===== config.mk =====
export PLATFORM = sky130hd
export DESIGN_NAME = selector_width_integer_packer_unit
export DESIGN_NICKNAME = d
export VERILOG_FILES = /design/src/rtl/core/swip_pkg.sv /design/src/rtl/core/selector_width_integer_packer_unit.sv
export SDC_FILE = /design/constraint.sdc
export NUM_CORES = 1
export LEC_CHECK = 0
export ABC_AREA = 1
export BUFFER_PORTS_ARGS = -buffer_cell sky130_fd_sc_hd__buf_2
export CAP_MARGIN = 20
export CELL_PAD_IN_SITES_DETAIL_PLACEMENT = 1
export CELL_PAD_IN_SITES_GLOBAL_PLACEMENT = 1
export CORE_MARGIN = 5
export CORE_UTILIZATION = 49
export CTS_BUF_LIST = sky130_fd_sc_hd__clkbuf_4 sky130_fd_sc_hd__clkbuf_8
export DETAILED_ROUTE_END_ITERATION = 12
export PLACE_DENSITY_LB_ADDON = 0.1
export SLEW_MARGIN = 20
export SYNTH_ARGS = -nofsm -noshare
export SYNTH_HDL_FRONTEND = slang
export SYNTH_SLANG_ARGS = --single-unit

===== constraint.sdc =====
create_clock -name aclk -period 12.07 [get_ports aclk]
set_input_delay 0.6035 -clock aclk [delete_from_list [all_inputs] [get_ports aclk]]
set_output_delay 0.6035 -clock aclk [all_outputs]
set_load 0.03 [all_outputs]

===== src/rtl/core/swip_pkg.sv =====
// Package for the selector width integer packer.
// Holds the sizes, selector tables, width function and sequencer state type.
// Has no dependencies; it is used by selector_width_integer_packer_unit.
package swip_pkg;

    localparam int SAMPLE_W    = 24;
    localparam int WID_W       = 5;
    localparam int SEL_W       = 4;
    localparam int SPAN_W      = 3;
    localparam int DELTA_W     = 4;
    localparam int LA_DEPTH    = 4;
    localparam int LA_IDX_W    = 2;
    localparam int CNT_W       = 3;
    localparam int NBYTE_W     = 5;
    localparam int MAX_BYTES   = 16;
    localparam int START_WIDTH = 8;
    localparam int BYTE_W      = 8;

    localparam logic [SEL_W-1:0] SEL_FALLBACK = 4'd0;
    localparam logic [SEL_W-1:0] SEL_LAST     = 4'd15;

    typedef logic signed [DELTA_W-1:0] delta_t;
    typedef logic [SPAN_W-1:0]         span_t;

    typedef enum logic [2:0] {
        ST_IDLE,
        ST_SCAN,
        ST_APPLY,
        ST_PUT,
        ST_END,
        ST_FIN
    } state_t;

    function automatic delta_t sel_delta(input logic [SEL_W-1:0] sel);
        delta_t d;
        case (sel)
            4'd1:    d = -4'sd4;
            4'd2:    d = -4'sd2;
            4'd3:    d = -4'sd2;
            4'd4:    d = -4'sd1;
            4'd5:    d = -4'sd1;
            4'd6:    d = -4'sd1;
            4'd10:   d = 4'sd1;
            4'd11:   d = 4'sd1;
            4'd12:   d = 4'sd1;
            4'd13:   d = 4'sd2;
            4'd14:   d = 4'sd2;
            4'd15:   d = 4'sd4;
            default: d = 4'sd0;
        endcase
        return d;
    endfunction

    function automatic span_t sel_span(input logic [SEL_W-1:0] sel);
        span_t s;
        case (sel)
            4'd3:    s = 3'd2;
            4'd5:    s = 3'd2;
            4'd6:    s = 3'd4;
            4'd8:    s = 3'd2;
            4'd9:    s = 3'd4;
            4'd11:   s = 3'd2;
            4'd12:   s = 3'd4;
            4'd14:   s = 3'd2;
            default: s = 3'd1;
        endcase
        return s;
    endfunction

    function automatic logic [WID_W-1:0] width_of(input logic [SAMPLE_W-1:0] v);
        logic [WID_W-1:0] w;
        w = '0;
        for (int i = 0; i < SAMPLE_W; i++) begin
            if (v[i]) begin
                w = WID_W'(i + 1);
            end
        end
        return w;
    endfunction

endpackage


===== src/rtl/core/selector_width_integer_packer_unit.sv =====
// A transaction that only buffers a sample leaves the block in idle. Each group of a full
// lookahead or an array end takes a scan over all sixteen selectors, a set-up step, the
// selector field and the sample fields, each completed byte and a closing step; an array
// end adds a padding step and the final byte. Input is taken only in idle, not during a
// group; the output byte is registered, so a new input is taken while it waits.
// Reset (aresetn low, synchronous) empties the lookahead and restores running width 8.
module selector_width_integer_packer_unit #(
    parameter int MAX_WIDTH = 24
) (
    input  logic                          aclk,
    input  logic                          aresetn,
    input  logic                          s_valid,
    output logic                          s_ready,
    input  logic [swip_pkg::SAMPLE_W-1:0] s_sample,
    input  logic                          s_carries_sample,
    input  logic                          s_array_end,
    output logic                          m_valid,
    input  logic                          m_ready,
    output logic [swip_pkg::BYTE_W-1:0]   m_packed_byte,
    output logic                          m_final_byte
);
    import swip_pkg::*;

    localparam int RW_W    = $clog2(MAX_WIDTH + 1);
    localparam int CW_W    = RW_W + 2;
    localparam int SCORE_W = RW_W + 4;
    localparam int ACC_W   = MAX_WIDTH + 8;
    localparam int ACNT_W  = $clog2(ACC_W + 1);

    state_t                     state_reg, state_next;
    logic [SAMPLE_W-1:0]        values_reg [LA_DEPTH];
    logic [SAMPLE_W-1:0]        values_next [LA_DEPTH];
    logic [WID_W-1:0]           widths_reg [LA_DEPTH];
    logic [WID_W-1:0]           widths_next [LA_DEPTH];
    logic [CNT_W-1:0]           count_reg, count_next;
    logic [RW_W-1:0]            rw_reg, rw_next;
    logic [ACC_W-1:0]           acc_reg, acc_next;
    logic [ACNT_W-1:0]          acnt_reg, acnt_next;
    logic                       last_reg, last_next;
    logic [NBYTE_W-1:0]         nbytes_reg, nbytes_next;
    logic [SEL_W-1:0]           sel_reg, sel_next;
    logic [SEL_W-1:0]           best_reg, best_next;
    logic signed [SCORE_W-1:0]  score_reg, score_next;
    logic [SPAN_W-1:0]          fld_reg, fld_next;
    logic                       m_valid_reg, m_valid_next;
    logic [BYTE_W-1:0]          m_byte_reg, m_byte_next;
    logic                       m_final_reg, m_final_next;

    logic                       in_fire;
    logic [CNT_W-1:0]           new_count;
    logic [LA_IDX_W-1:0]        slot;
    logic                       have_byte;
    logic                       drop;
    logic                       can_emit;
    logic                       emit_now;
    logic [SPAN_W-1:0]          cur_span;
    logic                       group_done;
    logic [SPAN_W-1:0]          cand_span;
    logic signed [CW_W-1:0]     cand_w;
    logic signed [CW_W-1:0]     apply_w;
    logic                       cand_ok;
    logic                       cand_fits;
    logic signed [SCORE_W-1:0]  cand_waste;
    logic signed [SCORE_W-1:0]  cand_score;
    logic signed [SCORE_W-1:0]  score_init;
    logic                       cand_take;
    logic [ACC_W-1:0]           val_mask;
    logic [ACNT_W-1:0]          end_len;
    logic [ACC_W-1:0]           end_bits;

    assign s_ready       = (state_reg == ST_IDLE);
    assign in_fire       = s_valid && s_ready;
    assign new_count     = count_reg + CNT_W'(s_carries_sample);
    assign slot          = count_reg[LA_IDX_W-1:0];
    assign have_byte     = (acnt_reg >= ACNT_W'(BYTE_W));
    assign drop          = (nbytes_reg == NBYTE_W'(MAX_BYTES));
    assign can_emit      = drop || !m_valid_reg || m_ready;
    assign emit_now      = have_byte && can_emit && (state_reg == ST_PUT || state_reg == ST_FIN);
    assign cur_span      = sel_span(best_reg);
    assign group_done    = !have_byte && (fld_reg > cur_span);
    assign m_valid       = m_valid_reg;
    assign m_packed_byte = m_byte_reg;
    assign m_final_byte  = m_final_reg;

    // Shared candidate evaluator: one selector per scan cycle.
    always_comb begin
        cand_span  = sel_span(sel_reg);
        cand_w     = $signed({2'b00, rw_reg}) + CW_W'(sel_delta(sel_reg));
        apply_w    = $signed({2'b00, rw_reg}) + CW_W'(sel_delta(best_reg));
        cand_ok    = (cand_span <= count_reg) && (cand_w >= 0)
                     && (cand_w <= $signed(CW_W'(MAX_WIDTH)));
        cand_fits  = 1'b1;
        cand_waste = '0;
        for (int k = 0; k < LA_DEPTH; k++) begin
            if (SPAN_W'(k) < cand_span) begin
                if ($signed(SCORE_W'(widths_reg[k])) > SCORE_W'(cand_w)) begin
                    cand_fits = 1'b0;
                end
                cand_waste = cand_waste + SCORE_W'(cand_w) - $signed(SCORE_W'(widths_reg[k]));
            end
        end
        cand_score = $signed(SCORE_W'({cand_span - SPAN_W'(1), 2'b00})) - cand_waste;
        score_init = $signed(SCORE_W'(widths_reg[0])) - $signed(SCORE_W'(MAX_WIDTH));
        cand_take  = cand_ok && cand_fits && (cand_score > score_reg);
        val_mask   = ~({ACC_W{1'b1}} << rw_reg);
        end_len    = ACNT_W'(BYTE_W) - acnt_reg;
        end_bits   = (ACC_W'(1) << (end_len - ACNT_W'(1))) - ACC_W'(1);
    end

    always_comb begin
        state_next = state_reg;
        case (state_reg)
            ST_IDLE: begin
                if (in_fire) begin
                    if (s_array_end) begin
                        state_next = (new_count != '0) ? ST_SCAN : ST_END;
                    end else if (s_carries_sample && new_count == CNT_W'(LA_DEPTH)) begin
                        state_next = ST_SCAN;
                    end
                end
            end
            ST_SCAN: begin
                if (sel_reg == SEL_LAST) begin
                    state_next = ST_APPLY;
                end
            end
            ST_APPLY: begin
                state_next = ST_PUT;
            end
            ST_PUT: begin
                if (group_done) begin
                    if (!last_reg) begin
                        state_next = ST_IDLE;
                    end else if (count_reg != '0) begin
                        state_next = ST_SCAN;
                    end else begin
                        state_next = ST_END;
                    end
                end
            end
            ST_END: begin
                state_next = ST_FIN;
            end
            ST_FIN: begin
                if (can_emit) begin
                    state_next = ST_IDLE;
                end
            end
            default: begin
                state_next = ST_IDLE;
            end
        endcase
    end

    always_comb begin
        values_next  = values_reg;
        widths_next  = widths_reg;
        count_next   = count_reg;
        rw_next      = rw_reg;
        acc_next     = acc_reg;
        acnt_next    = acnt_reg;
        last_next    = last_reg;
        nbytes_next  = nbytes_reg;
        sel_next     = '0;
        best_next    = best_reg;
        score_next   = score_reg;
        fld_next     = fld_reg;
        m_valid_next = m_valid_reg && !m_ready;
        m_byte_next  = m_byte_reg;
        m_final_next = m_final_reg;
        case (state_reg)
            ST_IDLE: begin
                if (in_fire) begin
                    nbytes_next = '0;
                    last_next   = s_array_end;
                    if (s_carries_sample) begin
                        values_next[slot] = s_sample;
                        widths_next[slot] = width_of(s_sample);
                        count_next        = new_count;
                    end
                end
            end
            ST_SCAN: begin
                sel_next = sel_reg + SEL_W'(1);
                if (sel_reg == SEL_FALLBACK) begin
                    best_next  = SEL_FALLBACK;
                    score_next = score_init;
                end else if (cand_take) begin
                    best_next  = sel_reg;
                    score_next = cand_score;
                end
            end
            ST_APPLY: begin
                rw_next  = (best_reg == SEL_FALLBACK) ? RW_W'(MAX_WIDTH) : RW_W'(apply_w);
                fld_next = '0;
            end
            ST_PUT: begin
                if (!have_byte) begin
                    if (fld_reg == '0) begin
                        acc_next  = (acc_reg << SEL_W) | ACC_W'(best_reg);
                        acnt_next = acnt_reg + ACNT_W'(SEL_W);
                        fld_next  = SPAN_W'(1);
                    end else if (fld_reg <= cur_span) begin
                        acc_next  = (acc_reg << rw_reg) | (ACC_W'(values_reg[0]) & val_mask);
                        acnt_next = acnt_reg + ACNT_W'(rw_reg);
                        fld_next  = fld_reg + SPAN_W'(1);
                        count_next = count_reg - CNT_W'(1);
                        for (int k = 0; k < LA_DEPTH - 1; k++) begin
                            values_next[k] = values_reg[k + 1];
                            widths_next[k] = widths_reg[k + 1];
                        end
                    end
                end
            end
            ST_END: begin
                acc_next  = (acc_reg << end_len) | end_bits;
                acnt_next = ACNT_W'(BYTE_W);
            end
            ST_FIN: begin
                if (can_emit) begin
                    count_next = '0;
                    rw_next    = RW_W'(START_WIDTH);
                    last_next  = 1'b0;
                end
            end
            default: begin
            end
        endcase
        if (emit_now) begin
            acnt_next = acnt_reg - ACNT_W'(BYTE_W);
            if (!drop) begin
                nbytes_next  = nbytes_reg + NBYTE_W'(1);
                m_valid_next = 1'b1;
                m_byte_next  = BYTE_W'(acc_reg >> (acnt_reg - ACNT_W'(BYTE_W)));
                m_final_next = (state_reg == ST_FIN);
            end
        end
    end

    always_ff @(posedge aclk) begin
        if (!aresetn) begin
            state_reg   <= ST_IDLE;
            count_reg   <= '0;
            rw_reg      <= RW_W'(START_WIDTH);
            acnt_reg    <= '0;
            last_reg    <= 1'b0;
            nbytes_reg  <= '0;
            m_valid_reg <= 1'b0;
        end else begin
            state_reg   <= state_next;
            count_reg   <= count_next;
            rw_reg      <= rw_next;
            acnt_reg    <= acnt_next;
            last_reg    <= last_next;
            nbytes_reg  <= nbytes_next;
            m_valid_reg <= m_valid_next;
        end
    end

    always_ff @(posedge aclk) begin
        values_reg  <= values_next;
        widths_reg  <= widths_next;
        acc_reg     <= acc_next;
        sel_reg     <= sel_next;
        best_reg    <= best_next;
        score_reg   <= score_next;
        fld_reg     <= fld_next;
        m_byte_reg  <= m_byte_next;
        m_final_reg <= m_final_next;
    end

endmodule


# Word-level counts from Yosys, hierarchy flattened
# Memory sizes are Yosys's and may differ from the RTL's. A register that Yosys moved wholly into a read port is not among the register bits.
# Index checks and enable logic that the tools add are counted.
# Widths: inputs -> output; s select.
# classes
addsub	23
n_lt_le_gt_ge	17
eq_ne	20
shift	5
n_mux	107
bitwise	7
n_reduce_logical	42
# ops
cell	count
$mux 72	3
$mux 96	2
$mux 5	33
$pmux 72 s2	1
$bwmux 96	1
$mux 32	3
$or 32x32->32	2
$pmux 32 s2	1
$mux 9	6
$mux 3	17
$demux 24 s2	1
$mux 15	3
$mux 20	2
$and 24x32->32	1
$not 32->32	1
$or 32x4->32	1
$shl 1x6->32 const A	1
$shl 32x5->32	1
$shl 32x5->32 const A	1
$shl 32x6->32	1
$shr 32x6->8	1
$sub 32x2->32 const B	1
$pmux 15 s2	1
$gt 6x7->1	4
63 further kinds	132
# totals
regBits	201
rom_bits	224
input_bits	30
elab_cells	247
memories	4
# mem_list
memory	words	word_bits	rd	rd_ports_with_merged_regs	write_ports	line_no	rtl
(no name shown)	16	4	1	1	0	swip_pkg.sv:36	case (sel)
(no name shown)	16	4	1	1	0	swip_pkg.sv:36	
(no name shown)	16	3	1	1	0	swip_pkg.sv:56	case (sel)
(no name shown)	16	3	1	1	0	swip_pkg.sv:56	

# Depth between registers and ports, before layout
# logic_depth
ltp_word	31
ltp_mapped	66
depth_no_buf	66

# Worst setup path before layout
# OpenSTA, ideal clock, no wires.
# synth_path
path_kind	reg2reg
start	register rw_reg[0]
end	register, netlist name cur_span[0]
setup_ns	0.113
t_arrival_ns	8.972
required_time_ns	11.957
setup_slack_ns	2.984
path_stages_with_launch	55
n_path_buf	0
period_less_slack_ns	9.086
cell_sequence	dfxtp_1 ha_1 fa_1 inv_1 fa_1 o21ai_0 a21oi_1 fa_1 ha_1 a21oi_1 nand2_1 nand2_1 nand2_1 o21ai_0 fa_1 ha_1 nand2_1 nand2_1 [... 19 more ...] a21oi_1 nand2_1 nand2_1 nand2_1 nand2_1 nand2_1 nand3_1 nor2_1 nand3b_1 nand2_1 nand2_1 nand2_1 nand2_1 ha_1 inv_1 nand2_1 nand3_1 nand2_1
# synth_between
elab_chain_len	18
word_cells_on_any_way	35
# synth_lines
element	line_no	rtl
start: declaration	selector_width_integer_packer_unit.sv:36	logic [RW_W-1:0] rw_reg, rw_next;
start signal: assignment	selector_width_integer_packer_unit.sv:244	rw_reg <= RW_W'(START_WIDTH);
start signal: assignment	selector_width_integer_packer_unit.sv:252	rw_reg <= rw_next;
$add 6x4->7 (*)	selector_width_integer_packer_unit.sv:88	cand_w = $signed({2'b00, rw_reg}) + CW_W'(sel_delta(sel_reg));
$sub 7x6->8	selector_width_integer_packer_unit.sv:99	cand_waste = cand_waste + SCORE_W'(cand_w) - $signed(SCORE_W'(widths_reg[k]));
$mux 9	selector_width_integer_packer_unit.sv:95	if (SPAN_W'(k) < cand_span) begin
$add 9x7->9	selector_width_integer_packer_unit.sv:99	
$sub 9x6->9	selector_width_integer_packer_unit.sv:99	
$mux 9	selector_width_integer_packer_unit.sv:95	
$add 9x7->9	selector_width_integer_packer_unit.sv:99	
$sub 9x6->9	selector_width_integer_packer_unit.sv:99	
[... 2 more ...]	-	
$sub 9x6->9	selector_width_integer_packer_unit.sv:99	
$mux 9	selector_width_integer_packer_unit.sv:95	
$sub 6x9->9	selector_width_integer_packer_unit.sv:102	cand_score = $signed(SCORE_W'({cand_span - SPAN_W'(1), 2'b00})) - cand_waste;
$gt 9x9->1	selector_width_integer_packer_unit.sv:104	cand_take = cand_ok && cand_fits && (cand_score > score_reg);
$logic_and 1x1->1 (*)	selector_width_integer_packer_unit.sv:104	
$reduce_bool 2->1 (no line) (*)	-	
$reduce_and 2->1 (no line) (*)	-	
$mux 4 (no line) (*)	-	
# Mark *: on every way between the ends. The rest lies on a longest branch, timed or not.
# A chain may end at the register's enable or synchronous reset.

# Worst setup path in the final report
# layout_path
start	register rw_reg[0]
end	register, netlist name cur_span[0]
# layout_between
elab_chain_len	18
word_cells_on_any_way	35
# layout_lines
element	line_no
$add 6x4->7 (*)	selector_width_integer_packer_unit.sv:88
$sub 7x6->8	selector_width_integer_packer_unit.sv:99
$mux 9	selector_width_integer_packer_unit.sv:95
$add 9x7->9	selector_width_integer_packer_unit.sv:99
$sub 9x6->9	selector_width_integer_packer_unit.sv:99
$mux 9	selector_width_integer_packer_unit.sv:95
$add 9x7->9	selector_width_integer_packer_unit.sv:99
$sub 9x6->9	selector_width_integer_packer_unit.sv:99
[... 2 more ...]	-
$sub 9x6->9	selector_width_integer_packer_unit.sv:99
$mux 9	selector_width_integer_packer_unit.sv:95
$sub 6x9->9	selector_width_integer_packer_unit.sv:102
$gt 9x9->1	selector_width_integer_packer_unit.sv:104
$logic_and 1x1->1 (*)	selector_width_integer_packer_unit.sv:104
$reduce_bool 2->1 (no line) (*)	-
$reduce_and 2->1 (no line) (*)	-
$mux 4 (no line) (*)	-
# Marked as above.

==> out/results.txt <==
status = finished clean
CTS root buf = clkbuf_8
Slew headroom = 0.352
largest net degree at the start of global routing = 86
Leak = 0.00959 µW
post-route ant nets = 0
Yosys cell types = 67
Max-cap violations = 0
Synth Register Bits = 215
Seq pwr share = 0.230
TritonCTS clock tree = done
critical path arrival = 10.92 ns
Top Family by Delay on Critical Path = adder cells
gr ovfl total = 0
Post-synth EDFFs = 173
Core Area = 0.0386 mm²
Final Hold Viols = 0
clock share of power = 0.171
vias in the first global route = 19,600
Critical Path RT = 12.57 ns
via/cell ratio = 5.81
number of flip-flops in the largest register = 96
proportion of layout cells with a drive suffix above 1 = 0.0673
Slew @ Worst Pin = 0.971 ns
IO Pins = 41
post-synth top area share = 0.273
Die W = 207 µm
FMAX = 96.0 MHz
antenna fix cells = 0
1st-iter DRT viols = 1,397
Die Y = 207 µm
critical path type = reg2reg
count of input and output buffers = 40
RSZ-0062 raised after global routing = false
post-route setup TNS = 0 ns
Critical Path Source Type = flop
Final Instance Count excl. Fillers = 3,266
die footprint = 0.0429 mm²
hold-fix buffers at CTS = 0
final worst path period share = 0.863
count of pins over their slew limit = 0
initial antenna violation count = 1
# Post-CTS Setup Buffers = 0
Hold Path Class = in2reg
sw frac = 0.486
async set-reset flop share out of synthesis = 0
gr usage total = 0.307
Crit. End Element = flop
RD Place Congestion = 0.952
area post-placement = 0.0197 mm²
Post-Synthesis Cells = 2,717
P_sw = 2200 µW
clock sink count = 215
minimum clock period = 10.42 ns
Worst-Skew Late Latency = 0.62 ns
CP most frequent cell = nand2_1
final setup vio count = 0
initial core utilization = 0.494
DR vias = 19,000
Comb pwr share = 0.599
ys flop type = edfxtp_1
Synth Cell Area = 0.0190 mm²
Clock Skew = 0.0389 ns
final instance area = 0.0205 mm²
CP max-delay cell = fa_1
Avg Cell Area, Syn = 7.00 µm²
CP peak stage delay = 0.48 ns
Max Root-Sink Buffers = 3
Clock Pin Slew Worst Setup and Hold Paths = 0.06 ns
yosys warns = 0
drt wl/cell = 20.9 µm
sequential share of the synthesized area = 0.317
Buf/Inv on CP = 6
first-pass GRT wire length = 107 mm
Post-route DRC = 0
Pwr Density = 220 mW/mm²
synth top area cells = edfxtp_1 27%, nand2_1 14%, o21ai_0 9.2%
1st-pass router iterations = 5
DP Cell Count = 3,193
Layout area overhead = 7.95%
peak fanout along the critical path = 7
largest vdd supply drop = 254 µV
DRT Wirelength = 68.3 mm
post-layout util = 0.533
area leader, netlist = edfxtp_1
Internal Dissipation = 2330 µW
post-synth net total = 2,905
TritonCTS buffer count = 40
Post-layout nets = 2,905
row count = 72
post-detail-place hpwl = 53.1 mm
post_cts resized = 0
level count of the clock H-tree = 2
[cell type report]
cell class                 count  area [µm²]
sequential                   215        6040
multi-input combinational   2038       11300
tap                          518         648
clock buffer                  50         651
clock inverter                23         220
fill                        5137       18000
inverter                     359        1350
timing repair buffer          63         373
[worst register-to-register path: cells and delay by family, from the launching register on]
kind	cells	cell delay (ns)
AO/OA/AOI/OAI	12	2.19
XOR/XNOR	1	0.18
adder cells (fa/ha/maj)	12	4.50
buffers and inverters	6	0.42
flip-flops	1	0.32
AND/OR/NAND/NOR	26	2.65
[Yosys cell counts, drive strengths merged, types with 2 or more instances]
library cell,instances
nor2,211
dfxtp,42
clkbuf,88
nand2,737
o22ai,29
a21boi,2
nor3b,2
ha,139
mux2i,28
o211ai,17
o21bai,4
a21oi,168
buf,17
a22oi,14
a221oi,11
a2111oi,2
nor3,10
nand3b,18
clkinv,4
xnor2,15
inv,355
or2,15
o311ai,3
nand3,139
a31oi,15
nor4,5
and2,4
o2111ai,2
o221ai,14
nand4,13
a211oi,11
fa,19
o32ai,3
xor2,19
o21ai,359
edfxtp,173
o31ai,2
[logic make-up after synthesis]
| family | after synthesis | synth area share |
|---|---|---|
| AO/OA/AOI/OAI | 663 | 0.193 |
| flip-flops | 215 | 0.317 |
| AND/OR/NAND/NOR | 1155 | 0.252 |
| XOR/XNOR | 34 | 0.0192 |
| buffers and inverters | 464 | 0.0926 |
| multiplexers | 28 | 0.0147 |
| adder cells (fa/ha/maj) | 158 | 0.111 |
[worst paths after layout]
kind,start,end,slack (ns),depth (start not counted)
setup / recovery,rw_reg[0],cur_span[0],1.65,57
hold / removal,s_sample[22],values_reg[22],0.17,1
setup reg to reg,rw_reg[0],cur_span[0],1.65,57
hold reg to reg,sel_reg[0],sel_reg[0],0.48,1
[power by group through the flow]
stage / sequential [µW] / clock (µW) / combinational, µW
final: 1040 / 774 / 2710
after global routing: 1050 / 827 / 3060
after CTS: 1040 / 788 / 2690
after detailed placement: 1050 / 0 / 2670
after global placement: 1050 / 0 / 2530
after floorplan: 1020 / 0 / 1970
[metrics by stage]
stage / setup slack [ns] / total power (µW) / hold WS [ns]
after floorplan: 2.98 / 2990 / 0.441
after global placement: 2.11 / 3580 / 0.463
after detailed placement: 1.65 / 3730 / 0.487
after CTS: 1.61 / 4520 / 0.123
after global routing: 0.658 / 4940 / 0.136
final: 1.65 / 4520 / 0.167
[placed cells by master (no fill, tap or decap), types with 7 or more instances in the layout]
cell type	n
o221ai_1	14
a31oi_1	15
edfxtp_1	173
fa_1	19
nand4_1	13
buf_2	40
o211ai_1	17
xnor2_1	13
a21oi_1	165
a221oi_1	11
inv_1	351
o22ai_1	29
nor2_1	196
clkinv_1	11
mux2i_1	28
nand3_1	136
a211oi_1	11
nand2_1	729
nand3b_1	18
buf_4	23
nand2_2	7
xor2_1	15
or2_2	12
clkinv_2	8
dfxtp_1	42
clkbuf_8	44
o21ai_1	8
nor2_2	11
ha_1	139
a22oi_1	14
o21ai_0	351
[metal layers]
| metal | routed length, µm | up-vias | global-route usage |
|---|---|---|---|
| met5 | 13 | - | 0 |
| met4 | 2180 | 2 | 0.102 |
| met3 | 3700 | 118 | 0.0368 |
| met2 | 32300 | 564 | 0.518 |
| met1 | 30200 | 9193 | 0.412 |
| li1 | - | 9090 | - |
No activity file was read; power rests on OpenSTA's default activity.
